[config.mk]
export PLATFORM = sky130hd
export DESIGN_NAME = gamma_lut_interpolator_flat
export DESIGN_NICKNAME = d
export VERILOG_FILES = /design/src/rtl/glut_pkg.sv /design/src/rtl/glut_in_if.sv /design/src/rtl/glut_out_if.sv /design/src/rtl/glut_front.sv /design/src/rtl/glut_fifo.sv /design/src/rtl/glut_back.sv /design/src/rtl/gamma_lut_interpolator.sv /design/src/flat_wrapper.sv
export SDC_FILE = /design/constraint.sdc
export NUM_CORES = 1
export LEC_CHECK = 0
export BUFFER_PORTS_ARGS = -buffer_cell sky130_fd_sc_hd__clkbuf_2
export CAP_MARGIN = 5
export CORE_MARGIN = 2
export CORE_UTILIZATION = 45
export CTS_CLUSTER_SIZE = 20
export DETAILED_ROUTE_END_ITERATION = 8
export PLACE_DENSITY_LB_ADDON = 0.08
export SYNTH_ARGS = -nofsm -noshare
export SYNTH_HDL_FRONTEND = slang
export SYNTH_SLANG_ARGS = --single-unit
[constraint.sdc]
create_clock -name clk_i -period 10.65 [get_ports clk_i]
set_input_delay 1.5975 -clock clk_i [delete_from_list [all_inputs] [get_ports clk_i]]
set_output_delay 1.5975 -clock clk_i [all_outputs]
set_load 0.02 [all_outputs]
[src/rtl/glut_pkg.sv]
// Package for the gamma table interpolator: sizes, request and command types.
// Used by the interfaces and every module under rtl; depends on nothing.
package glut_pkg;

  // Table and pixel geometry.
  localparam int TABLE_ENTRIES = 64;
  localparam int PIXEL_BITS    = 10;
  localparam int IDX_BITS      = $clog2(TABLE_ENTRIES);
  // Segment width in pixel codes; a power of two for the table sizes in use.
  localparam int STEP          = ((1 << PIXEL_BITS) / TABLE_ENTRIES == 0) ? 1 :
                                 (1 << PIXEL_BITS) / TABLE_ENTRIES;
  localparam int OFF_BITS      = (STEP > 1) ? $clog2(STEP) : 1;
  localparam int SEG_BITS      = PIXEL_BITS - $clog2(STEP);
  localparam int LAST_IDX      = TABLE_ENTRIES - 1;

  // Fixed field widths of the request and result.
  localparam int PIX_IN_BITS   = 10;
  localparam int TIDX_BITS     = 6;
  localparam int LUT_BITS      = 8;
  localparam int BYPASS_SHIFT  = 2;

  // Slope arithmetic: |L1-L0|*10 is at most 2550, and so is offset*slope.
  localparam int SLOPE_SCALE   = 10;
  localparam int MAG_BITS      = 12;
  // Division by ten as a multiply by 2^16/10 rounded up; exact below 16384.
  localparam int DIV10_MUL     = 6554;
  localparam int DIV10_SHIFT   = 16;
  localparam int DIV10_BITS    = MAG_BITS + DIV10_SHIFT;

  // Command queue between the front and the back.
  localparam int FIFO_DEPTH    = 4;
  localparam int FIFO_PTR_BITS = $clog2(FIFO_DEPTH);
  localparam int FIFO_CNT_BITS = $clog2(FIFO_DEPTH + 1);

  // Request kinds.
  typedef enum logic {
    KIND_PIXEL = 1'b0,
    KIND_WRITE = 1'b1
  } kind_e;

  typedef struct packed {
    logic                   kind;
    logic [PIX_IN_BITS-1:0] pixel_in;
    logic [TIDX_BITS-1:0]   table_index;
    logic [LUT_BITS-1:0]    table_value;
    logic                   end_of_frame;
  } req_t;

  typedef struct packed {
    logic [LUT_BITS-1:0] pixel_out;
    logic                frame_last;
  } rsp_t;

  // Decoded command for the back end. For a write, addr_lo is the entry.
  typedef struct packed {
    kind_e               op;
    logic [IDX_BITS-1:0] addr_lo;
    logic [IDX_BITS-1:0] addr_hi;
    logic [OFF_BITS-1:0] offset;
    logic                bypass;
    logic [LUT_BITS-1:0] byp_value;
    logic [LUT_BITS-1:0] wr_value;
    logic                eof;
  } cmd_t;

  typedef struct packed {
    logic                     full;
    logic                     empty;
    logic [FIFO_CNT_BITS-1:0] count;
  } fifo_stat_t;

endpackage

[src/rtl/glut_in_if.sv]
// Request channel of the gamma table interpolator: valid, ready and payload.
// Depends on glut_pkg for the request type.
interface glut_in_if;
  import glut_pkg::*;

  logic valid;
  logic ready;
  req_t payload;

  modport source (output valid, output payload, input ready);
  modport sink (input valid, input payload, output ready);
endinterface

[src/rtl/glut_out_if.sv]
// Result channel of the gamma table interpolator: valid, ready and payload.
// Depends on glut_pkg for the result type.
interface glut_out_if;
  import glut_pkg::*;

  logic valid;
  logic ready;
  rsp_t payload;

  modport source (output valid, output payload, input ready);
  modport sink (input valid, input payload, output ready);
endinterface

[src/rtl/glut_front.sv]
// Front end: accepts requests, decodes them into table commands and holds
// one command for the queue. Depends on glut_pkg and glut_in_if.
module glut_front (
  input  logic                clk_i,
  input  logic                rst_ni,
  input  logic                enable_i,
  glut_in_if.sink             req_i,
  input  glut_pkg::fifo_stat_t stat_i,
  output glut_pkg::cmd_t      cmd_o,
  output logic                push_o
);
  import glut_pkg::*;

  logic                valid_q, valid_d;
  cmd_t                cmd_q, cmd_d;
  logic                hold_free;
  logic                accept;
  logic                keep;
  logic [SEG_BITS-1:0] seg;
  logic [IDX_BITS-1:0] lo;
  logic [IDX_BITS-1:0] hi;

  // The holding register frees up whenever its command moves into the queue.
  assign hold_free = !valid_q || !stat_i.full;
  assign req_i.ready = hold_free;
  assign accept = req_i.valid && hold_free;
  assign push_o = valid_q && !stat_i.full;
  assign cmd_o = cmd_q;

  // Split the pixel into segment and offset, clamping both table indexes.
  assign seg = req_i.payload.pixel_in[PIXEL_BITS-1 -: SEG_BITS];
  always_comb begin
    if (int'(seg) > LAST_IDX) begin
      lo = IDX_BITS'(LAST_IDX);
    end else begin
      lo = IDX_BITS'(seg);
    end
    if (int'(lo) >= LAST_IDX) begin
      hi = IDX_BITS'(LAST_IDX);
    end else begin
      hi = lo + IDX_BITS'(1);
    end
  end

  // Build the command. Writes outside the table are accepted and dropped.
  always_comb begin
    cmd_d           = cmd_q;
    keep            = 1'b1;
    cmd_d.eof       = req_i.payload.end_of_frame;
    cmd_d.wr_value  = req_i.payload.table_value;
    cmd_d.bypass    = !enable_i;
    cmd_d.byp_value = LUT_BITS'(req_i.payload.pixel_in >> BYPASS_SHIFT);
    cmd_d.offset    = OFF_BITS'(req_i.payload.pixel_in & PIX_IN_BITS'(STEP - 1));
    if (req_i.payload.kind == KIND_WRITE) begin
      cmd_d.op      = KIND_WRITE;
      cmd_d.addr_lo = IDX_BITS'(req_i.payload.table_index);
      cmd_d.addr_hi = IDX_BITS'(req_i.payload.table_index);
      keep          = int'(req_i.payload.table_index) < TABLE_ENTRIES;
    end else begin
      cmd_d.op      = KIND_PIXEL;
      cmd_d.addr_lo = lo;
      cmd_d.addr_hi = hi;
    end
  end

  always_comb begin
    valid_d = valid_q;
    if (hold_free) begin
      valid_d = accept && keep;
    end
  end

  always_ff @(posedge clk_i or negedge rst_ni) begin
    if (!rst_ni) begin
      valid_q <= 1'b0;
    end else begin
      valid_q <= valid_d;
    end
  end

  // Command payload needs no reset.
  always_ff @(posedge clk_i) begin
    if (accept) begin
      cmd_q <= cmd_d;
    end
  end

endmodule

[src/rtl/glut_fifo.sv]
// Short command queue between the front end and the back end.
// Depends on glut_pkg for the command and status types.
module glut_fifo (
  input  logic                 clk_i,
  input  logic                 rst_ni,
  input  logic                 push_i,
  input  glut_pkg::cmd_t       cmd_i,
  input  logic                 pop_i,
  output glut_pkg::cmd_t       cmd_o,
  output glut_pkg::fifo_stat_t stat_o
);
  import glut_pkg::*;

  cmd_t                     slots_q [FIFO_DEPTH];
  logic [FIFO_PTR_BITS-1:0] wptr_q, wptr_d;
  logic [FIFO_PTR_BITS-1:0] rptr_q, rptr_d;
  logic [FIFO_CNT_BITS-1:0] count_q, count_d;

  assign stat_o.full  = (int'(count_q) == FIFO_DEPTH);
  assign stat_o.empty = (count_q == '0);
  assign stat_o.count = count_q;
  assign cmd_o        = slots_q[rptr_q];

  // Pointer and fill count update.
  always_comb begin
    wptr_d  = wptr_q;
    rptr_d  = rptr_q;
    count_d = count_q;
    if (push_i) begin
      wptr_d = (int'(wptr_q) == FIFO_DEPTH - 1) ? '0 : wptr_q + FIFO_PTR_BITS'(1);
    end
    if (pop_i) begin
      rptr_d = (int'(rptr_q) == FIFO_DEPTH - 1) ? '0 : rptr_q + FIFO_PTR_BITS'(1);
    end
    if (push_i && !pop_i) begin
      count_d = count_q + FIFO_CNT_BITS'(1);
    end else if (pop_i && !push_i) begin
      count_d = count_q - FIFO_CNT_BITS'(1);
    end
  end

  always_ff @(posedge clk_i or negedge rst_ni) begin
    if (!rst_ni) begin
      wptr_q  <= '0;
      rptr_q  <= '0;
      count_q <= '0;
    end else begin
      wptr_q  <= wptr_d;
      rptr_q  <= rptr_d;
      count_q <= count_d;
    end
  end

  always_ff @(posedge clk_i) begin
    if (push_i) begin
      slots_q[wptr_q] <= cmd_i;
    end
  end

endmodule

[src/rtl/glut_back.sv]
// Back end: gamma table memory and the four-stage interpolation pipeline.
// Depends on glut_pkg and glut_out_if.
module glut_back (
  input  logic                 clk_i,
  input  logic                 rst_ni,
  input  glut_pkg::cmd_t       cmd_i,
  input  glut_pkg::fifo_stat_t stat_i,
  output logic                 pop_o,
  glut_out_if.source           rsp_o
);
  import glut_pkg::*;

  logic [LUT_BITS-1:0] table_q [TABLE_ENTRIES];

  logic                adv;
  logic                v1_q, v2_q, v3_q, v4_q;

  // Stage 1: table read.
  logic [LUT_BITS-1:0] l0_1_q, l1_1_q, byp_1_q;
  logic [OFF_BITS-1:0] off_1_q;
  logic                bypass_1_q, eof_1_q;

  // Stage 2: slope magnitude and sign.
  logic [LUT_BITS-1:0] mag_d;
  logic [MAG_BITS-1:0] mag10_d;
  logic [MAG_BITS-1:0] slope_2_q;
  logic [LUT_BITS-1:0] l0_2_q, byp_2_q;
  logic [OFF_BITS-1:0] off_2_q;
  logic                neg_2_q, bypass_2_q, eof_2_q;

  // Stage 3: offset times slope.
  logic [MAG_BITS-1:0] prod_3_q;
  logic [LUT_BITS-1:0] l0_3_q, byp_3_q;
  logic                neg_3_q, bypass_3_q, eof_3_q;

  // Stage 4: divide by ten, apply sign and add.
  logic [DIV10_BITS-1:0] recip_d;
  logic [LUT_BITS-1:0]   delta_d;
  rsp_t                  rsp_d, rsp_q;

  // The whole pipeline moves together whenever the result register can load.
  assign adv   = !v4_q || rsp_o.ready;
  assign pop_o = adv && !stat_i.empty;
  assign rsp_o.valid   = v4_q;
  assign rsp_o.payload = rsp_q;

  always_ff @(posedge clk_i or negedge rst_ni) begin
    if (!rst_ni) begin
      v1_q <= 1'b0;
      v2_q <= 1'b0;
      v3_q <= 1'b0;
      v4_q <= 1'b0;
    end else if (adv) begin
      v1_q <= pop_o && (cmd_i.op == KIND_PIXEL);
      v2_q <= v1_q;
      v3_q <= v2_q;
      v4_q <= v3_q;
    end
  end

  // Table writes and the registered two-port read, in queue order.
  always_ff @(posedge clk_i) begin
    if (pop_o) begin
      if (cmd_i.op == KIND_WRITE) begin
        table_q[cmd_i.addr_lo] <= cmd_i.wr_value;
      end else begin
        l0_1_q <= table_q[cmd_i.addr_lo];
        l1_1_q <= table_q[cmd_i.addr_hi];
      end
      off_1_q    <= cmd_i.offset;
      byp_1_q    <= cmd_i.byp_value;
      bypass_1_q <= cmd_i.bypass;
      eof_1_q    <= cmd_i.eof;
    end
  end

  // Slope magnitude: |L1 - L0| * 10 / STEP, truncated toward zero.
  assign mag_d   = (l1_1_q < l0_1_q) ? (l0_1_q - l1_1_q) : (l1_1_q - l0_1_q);
  assign mag10_d = MAG_BITS'(mag_d) * MAG_BITS'(SLOPE_SCALE);

  always_ff @(posedge clk_i) begin
    if (adv) begin
      slope_2_q  <= mag10_d >> $clog2(STEP);
      neg_2_q    <= l1_1_q < l0_1_q;
      l0_2_q     <= l0_1_q;
      off_2_q    <= off_1_q;
      byp_2_q    <= byp_1_q;
      bypass_2_q <= bypass_1_q;
      eof_2_q    <= eof_1_q;
    end
  end

  // Product of offset and slope magnitude stays below 2551.
  always_ff @(posedge clk_i) begin
    if (adv) begin
      prod_3_q   <= MAG_BITS'(MAG_BITS'(off_2_q) * slope_2_q);
      neg_3_q    <= neg_2_q;
      l0_3_q     <= l0_2_q;
      byp_3_q    <= byp_2_q;
      bypass_3_q <= bypass_2_q;
      eof_3_q    <= eof_2_q;
    end
  end

  // Truncating division by ten on the magnitude, then signed add mod 256.
  assign recip_d = DIV10_BITS'(prod_3_q) * DIV10_BITS'(DIV10_MUL);
  assign delta_d = LUT_BITS'(recip_d >> DIV10_SHIFT);

  always_comb begin
    rsp_d.frame_last = eof_3_q;
    if (bypass_3_q) begin
      rsp_d.pixel_out = byp_3_q;
    end else if (neg_3_q) begin
      rsp_d.pixel_out = l0_3_q - delta_d;
    end else begin
      rsp_d.pixel_out = l0_3_q + delta_d;
    end
  end

  always_ff @(posedge clk_i) begin
    if (adv) begin
      rsp_q <= rsp_d;
    end
  end

endmodule

[src/rtl/gamma_lut_interpolator.sv]
// Gamma table interpolator top level: one pixel per cycle sustained unless output stalls.
// Path: the front holding register, the command queue, then four back stages
// (table read, slope, product, divide and add) from request to result.
// Table writes take a slot in the same stream and produce no result.
// Reset clears all handshake state and sets enable to 1; table contents stay unset.
// Depends on glut_pkg, glut_in_if, glut_out_if, glut_front, glut_fifo, glut_back.
module gamma_lut_interpolator (
  input  logic       clk_i,
  input  logic       rst_ni,
  input  logic       cfg_we_i,
  input  logic       cfg_wdata_i,
  glut_in_if.sink    req_i,
  glut_out_if.source rsp_o
);
  import glut_pkg::*;

  logic       enable_q;
  cmd_t       front_cmd;
  cmd_t       head_cmd;
  logic       push;
  logic       pop;
  fifo_stat_t stat;

  // Enable register.
  always_ff @(posedge clk_i or negedge rst_ni) begin
    if (!rst_ni) begin
      enable_q <= 1'b1;
    end else if (cfg_we_i) begin
      enable_q <= cfg_wdata_i;
    end
  end

  glut_front u_front (
    .clk_i    (clk_i),
    .rst_ni   (rst_ni),
    .enable_i (enable_q),
    .req_i    (req_i),
    .stat_i   (stat),
    .cmd_o    (front_cmd),
    .push_o   (push)
  );

  glut_fifo u_fifo (
    .clk_i  (clk_i),
    .rst_ni (rst_ni),
    .push_i (push),
    .cmd_i  (front_cmd),
    .pop_i  (pop),
    .cmd_o  (head_cmd),
    .stat_o (stat)
  );

  glut_back u_back (
    .clk_i  (clk_i),
    .rst_ni (rst_ni),
    .cmd_i  (head_cmd),
    .stat_i (stat),
    .pop_o  (pop),
    .rsp_o  (rsp_o)
  );

  // The queue never overflows, never underflows and its count stays in range.
  a_no_push_full : assert property (@(posedge clk_i) disable iff (!rst_ni)
    !(push && stat.full && !pop))
    else $error("command pushed into a full queue");

  a_no_pop_empty : assert property (@(posedge clk_i) disable iff (!rst_ni)
    !(pop && stat.empty))
    else $error("command popped from an empty queue");

  a_count_range : assert property (@(posedge clk_i) disable iff (!rst_ni)
    int'(stat.count) <= FIFO_DEPTH)
    else $error("queue fill count out of range");

  // A full queue stalls the front end.
  a_stall_full : assert property (@(posedge clk_i) disable iff (!rst_ni)
    (stat.full && push) |-> 1'b0)
    else $error("front end pushed while the queue was full");

endmodule
[src/flat_wrapper.sv]
// flat-port wrapper written by rule: the top's interface ports become plain ports
module gamma_lut_interpolator_flat import glut_pkg::*;
  (clk_i, rst_ni, cfg_we_i, cfg_wdata_i, req_i_valid, req_i_payload, req_i_ready, rsp_o_valid, rsp_o_payload, rsp_o_ready);
  glut_in_if req_i_i ();
  glut_out_if rsp_o_i ();
  input  logic clk_i;
  input  logic rst_ni;
  input  logic cfg_we_i;
  input  logic cfg_wdata_i;
  input wire logic [$bits(req_i_i.valid)-1:0] req_i_valid;
  input wire logic [$bits(req_i_i.payload)-1:0] req_i_payload;
  output wire logic [$bits(req_i_i.ready)-1:0] req_i_ready;
  output wire logic [$bits(rsp_o_i.valid)-1:0] rsp_o_valid;
  output wire logic [$bits(rsp_o_i.payload)-1:0] rsp_o_payload;
  input wire logic [$bits(rsp_o_i.ready)-1:0] rsp_o_ready;
  assign req_i_i.valid = req_i_valid;
  assign req_i_i.payload = req_i_payload;
  assign req_i_ready = req_i_i.ready;
  assign rsp_o_valid = rsp_o_i.valid;
  assign rsp_o_payload = rsp_o_i.payload;
  assign rsp_o_i.ready = rsp_o_ready;
  gamma_lut_interpolator u_core (.clk_i(clk_i), .rst_ni(rst_ni), .cfg_we_i(cfg_we_i), .cfg_wdata_i(cfg_wdata_i), .req_i(req_i_i), .rsp_o(rsp_o_i));
endmodule
==> reports/results.tsv <==
metric	value	unit
hold_depth	0	
final-seq-area	0.0236	mm²
cpMostUsedCell	ha_1	
synth_simple_gate_area_share	4.42	%
grt-ovfl-total	0	
routed_wirelength	108000	µm
clockBufferDepth	3	
synth_compound_area_share	9.50	%
synth_xor_area_share	1.01	%
grt_antenna_before_repair	2	
die_y	295	µm
wl_met2	49800	µm
nFillCells	6997	
grt_max_degree	91	
synth_top_family_by_area	multiplexers	
synth_edf_count	774	
synthCells	2414	
critPathBufInv	3	
cp.arrival	7.86	ns
crit_path_end_kind	register	
grt_pass1_vias	23291	
clock_skew	0.0310	ns
final_antenna_net_count	0	
fin_nets	2689	
drt_pass1_iterations	6	
drc	0	
tritoncts	done	
avgSynthCellArea	15.8	µm²
cp.required	11.06	ns
startpoint	u_core.u_back.prod_3_q[1]$_DFFE_PP_	
die_w	295	µm
cp_num_cells	26	
place_congestion	0.873	
crit_end	u_core.u_back.rsp_o.payload[8]$_DFFE_PP_	
yosysWarnings	0	
fin_setup_tns	0	ns
final_common_cell	edfxtp_1	
slowest_stage	nor4_1	
track_usage	25.2	%
dieArea	0.0869	mm²
rr_startpoint	u_core.u_back.prod_3_q[1]$_DFFE_PP_	
first_iter_violations	2882	
post_cts_buffers	0	
final_cell_mix	edfxtp_1 (774), mux4_2 (163), ha_1 (140)	
top_layer_used	met5	
synth_fp_nets	2640	
cts_hold_buffers	0	
dpl.hpwl	67500	µm
min_path_type	register to register	
r2r_slack	3.19	ns
grt_pass1_wl	158000	µm
syn2layout_area_growth	11.2	%
numPortBuffers	42	
n_antenna_cell	0	
insertion_delay	0.66	ns
worst_slew_pin_slew	1.27	ns
path_max_fanout	6	
cts_root_buf	clkbuf_16	
wl_met1	45400	µm
max_stage_delay	0.86	ns
outcome	finished, final reports clean	
clock-sinks	787	
initial_core_util	45.4	%
reg2reg_to	u_core.u_back.rsp_o.payload[8]$_DFFE_PP_	
met3_length	9640	µm
slew_viol_final	0	
cts.clk_slew.worst_paths	0.06	ns
muxShareOfSynthArea	12.7	%
rows	106	
synth_ff_type	edfxtp_1	
yosysSeqAreaShare	62.0	%
vias	22877	
post_cts_resized	0	
ioPinCount	43	
period_share	70.0	%
start_kind	register	
netlist_area	0.0380	mm²
wl_per_cell	29.6	µm
via_per_inst	6.24	
core	0.0837	mm²
fin_crit	7.46	ns
drive_gt1_share	17.6	%
relSlewSlack	14.9	%
synth_adder_area_share	7.45	%
cts_max_level	3	
maxCapViolCount	0	
cp_top_family	adder cells	
ys_ff_latch	787	
rsz0062_at_grt	no	
ff2ff_path_depth	26	
async_reset_ff_share	1.65	%
setup_violations	0	
path_class	register to register	
fmax	134	MHz
finalHoldViolCount	0	
yosysUniqueCellTypes	69	
cts_buffers	84	
multi_input_area	0.0134	mm²
==> kinds of logic after synthesis <==
kind of cell / count (synthesis)
AO/OA/AOI/OAI: 502
XOR/XNOR: 44
adder cells (fa/ha/maj): 194
buffers and inverters: 264
flip-flops: 787
multiplexers: 268
AND/OR/NAND/NOR: 355
==> worst min-delay path by stage <==
stage                                                    end                                from
final                      u_core.u_back.l0_3_q[2]$_DFFE_PP_   u_core.u_back.l0_2_q[2]$_DFFE_PP_
after global routing      u_core.u_back.byp_3_q[4]$_DFFE_PP_  u_core.u_back.byp_2_q[4]$_DFFE_PP_
after CTS                  u_core.u_back.l0_3_q[2]$_DFFE_PP_   u_core.u_back.l0_2_q[2]$_DFFE_PP_
after detailed placement  u_core.u_back.byp_2_q[3]$_DFFE_PP_  u_core.u_back.byp_1_q[3]$_DFFE_PP_
after global placement       u_core.u_back.eof_3_q$_DFFE_PP_     u_core.u_back.eof_2_q$_DFFE_PP_
after floorplan           u_core.u_back.byp_2_q[0]$_DFFE_PP_  u_core.u_back.byp_1_q[0]$_DFFE_PP_
==> per-layer routing <==
| metal | GRT usage, % | vias to the layer above |
|---|---|---|
| met3 | 4.64 | 206 |
| li1 | - | 9751 |
| met2 | 39.0 | 1097 |
| met5 | 0 | - |
| met4 | 8.67 | 2 |
| met1 | 35.9 | 11821 |
==> cells in the mapped netlist (16+ instances only) <==
| master | n | area [µm²] |
|---|---|---|
| edfxtp_1 | 774 | 23200 |
| mux4_2 | 167 | 3760 |
| ha_1 | 140 | 1750 |
| a22oi_1 | 135 | 1010 |
| inv_1 | 134 | 503 |
| nor2_1 | 108 | 405 |
| nand2_1 | 106 | 398 |
| a21oi_1 | 81 | 405 |
| mux2i_1 | 65 | 651 |
| clkbuf_1 | 56 | 210 |
| fa_1 | 54 | 1080 |
| a211oi_1 | 46 | 345 |
| buf_2 | 41 | 205 |
| a221oi_1 | 38 | 333 |
| nor2b_1 | 37 | 231 |
| o21ai_0 | 37 | 185 |
| mux2_2 | 33 | 372 |
| a31oi_1 | 32 | 200 |
| xnor2_1 | 27 | 236 |
| and2_1 | 23 | 144 |
| a41oi_1 | 22 | 193 |
| buf_1 | 19 | 71.3 |
| nand3_1 | 17 | 85.1 |
| o211ai_1 | 17 | 128 |
| xor2_1 | 17 | 149 |
| a22o_1 | 16 | 140 |
| nor3_1 | 16 | 80.1 |
==> sequential cells by signal, indices dropped and copies added (netlist names), 8 cells and up <==
name	flops
u_core.u_back.table_q	512
u_core.u_back.slope_2_q	8
u_core.u_back.rsp_o.payload	9
u_core.u_back.l0_3_q	8
u_core.u_front.cmd_o	33
u_core.u_back.byp_3_q	8
u_core.u_back.prod_3_q	12
u_core.u_back.l0_2_q	8
u_core.u_back.l0_1_q	8
u_core.u_back.byp_1_q	8
u_core.u_fifo.slots_q	132
u_core.u_back.byp_2_q	8
u_core.u_back.l1_1_q	8
==> layout make-up <==
type                            count  share of cell area [%]
Sequential cell                   787                    55.7
Multi-Input combinational cell   1363                    31.7
Clock buffer                      102                    5.13
Tap cell                         1134                    3.36
Timing Repair Buffer               93                    1.51
Clock inverter                     51                    1.38
Inverter                          134                    1.19
==> stage by stage <==
stage	utilization (%)	hold WS, ns	area, µm²	std cells	setup slack, ns
2_1_floorplan	-	0.400	38000	2414	4.09
3_3_place_gp	47.2	0.401	39500	3509	3.42
3_5_place_dp	47.2	0.405	39500	3509	3.22
4_1_cts	50.5	0.415	42300	3662	3.23
5_1_grt	50.5	0.424	42300	3664	2.77
6_report	50.5	0.413	42300	3664	3.19
==> worst reg2reg max path: cells and delay by family, from the launching register on <==
family                     cells  cell delay, ns
DFF                            1            0.47
adders and majority gates      8            3.03
AOI/OAI and AO/OA              5            1.16
buffers and inverters          3            0.17
xor gates and xnor gates       5            0.84
muxes                          1            0.26
and+or+nand+nor                4            1.31
Power is not shown: default switching activity piles up to over one toggle a cycle in this logic, so the estimate is an artifact.
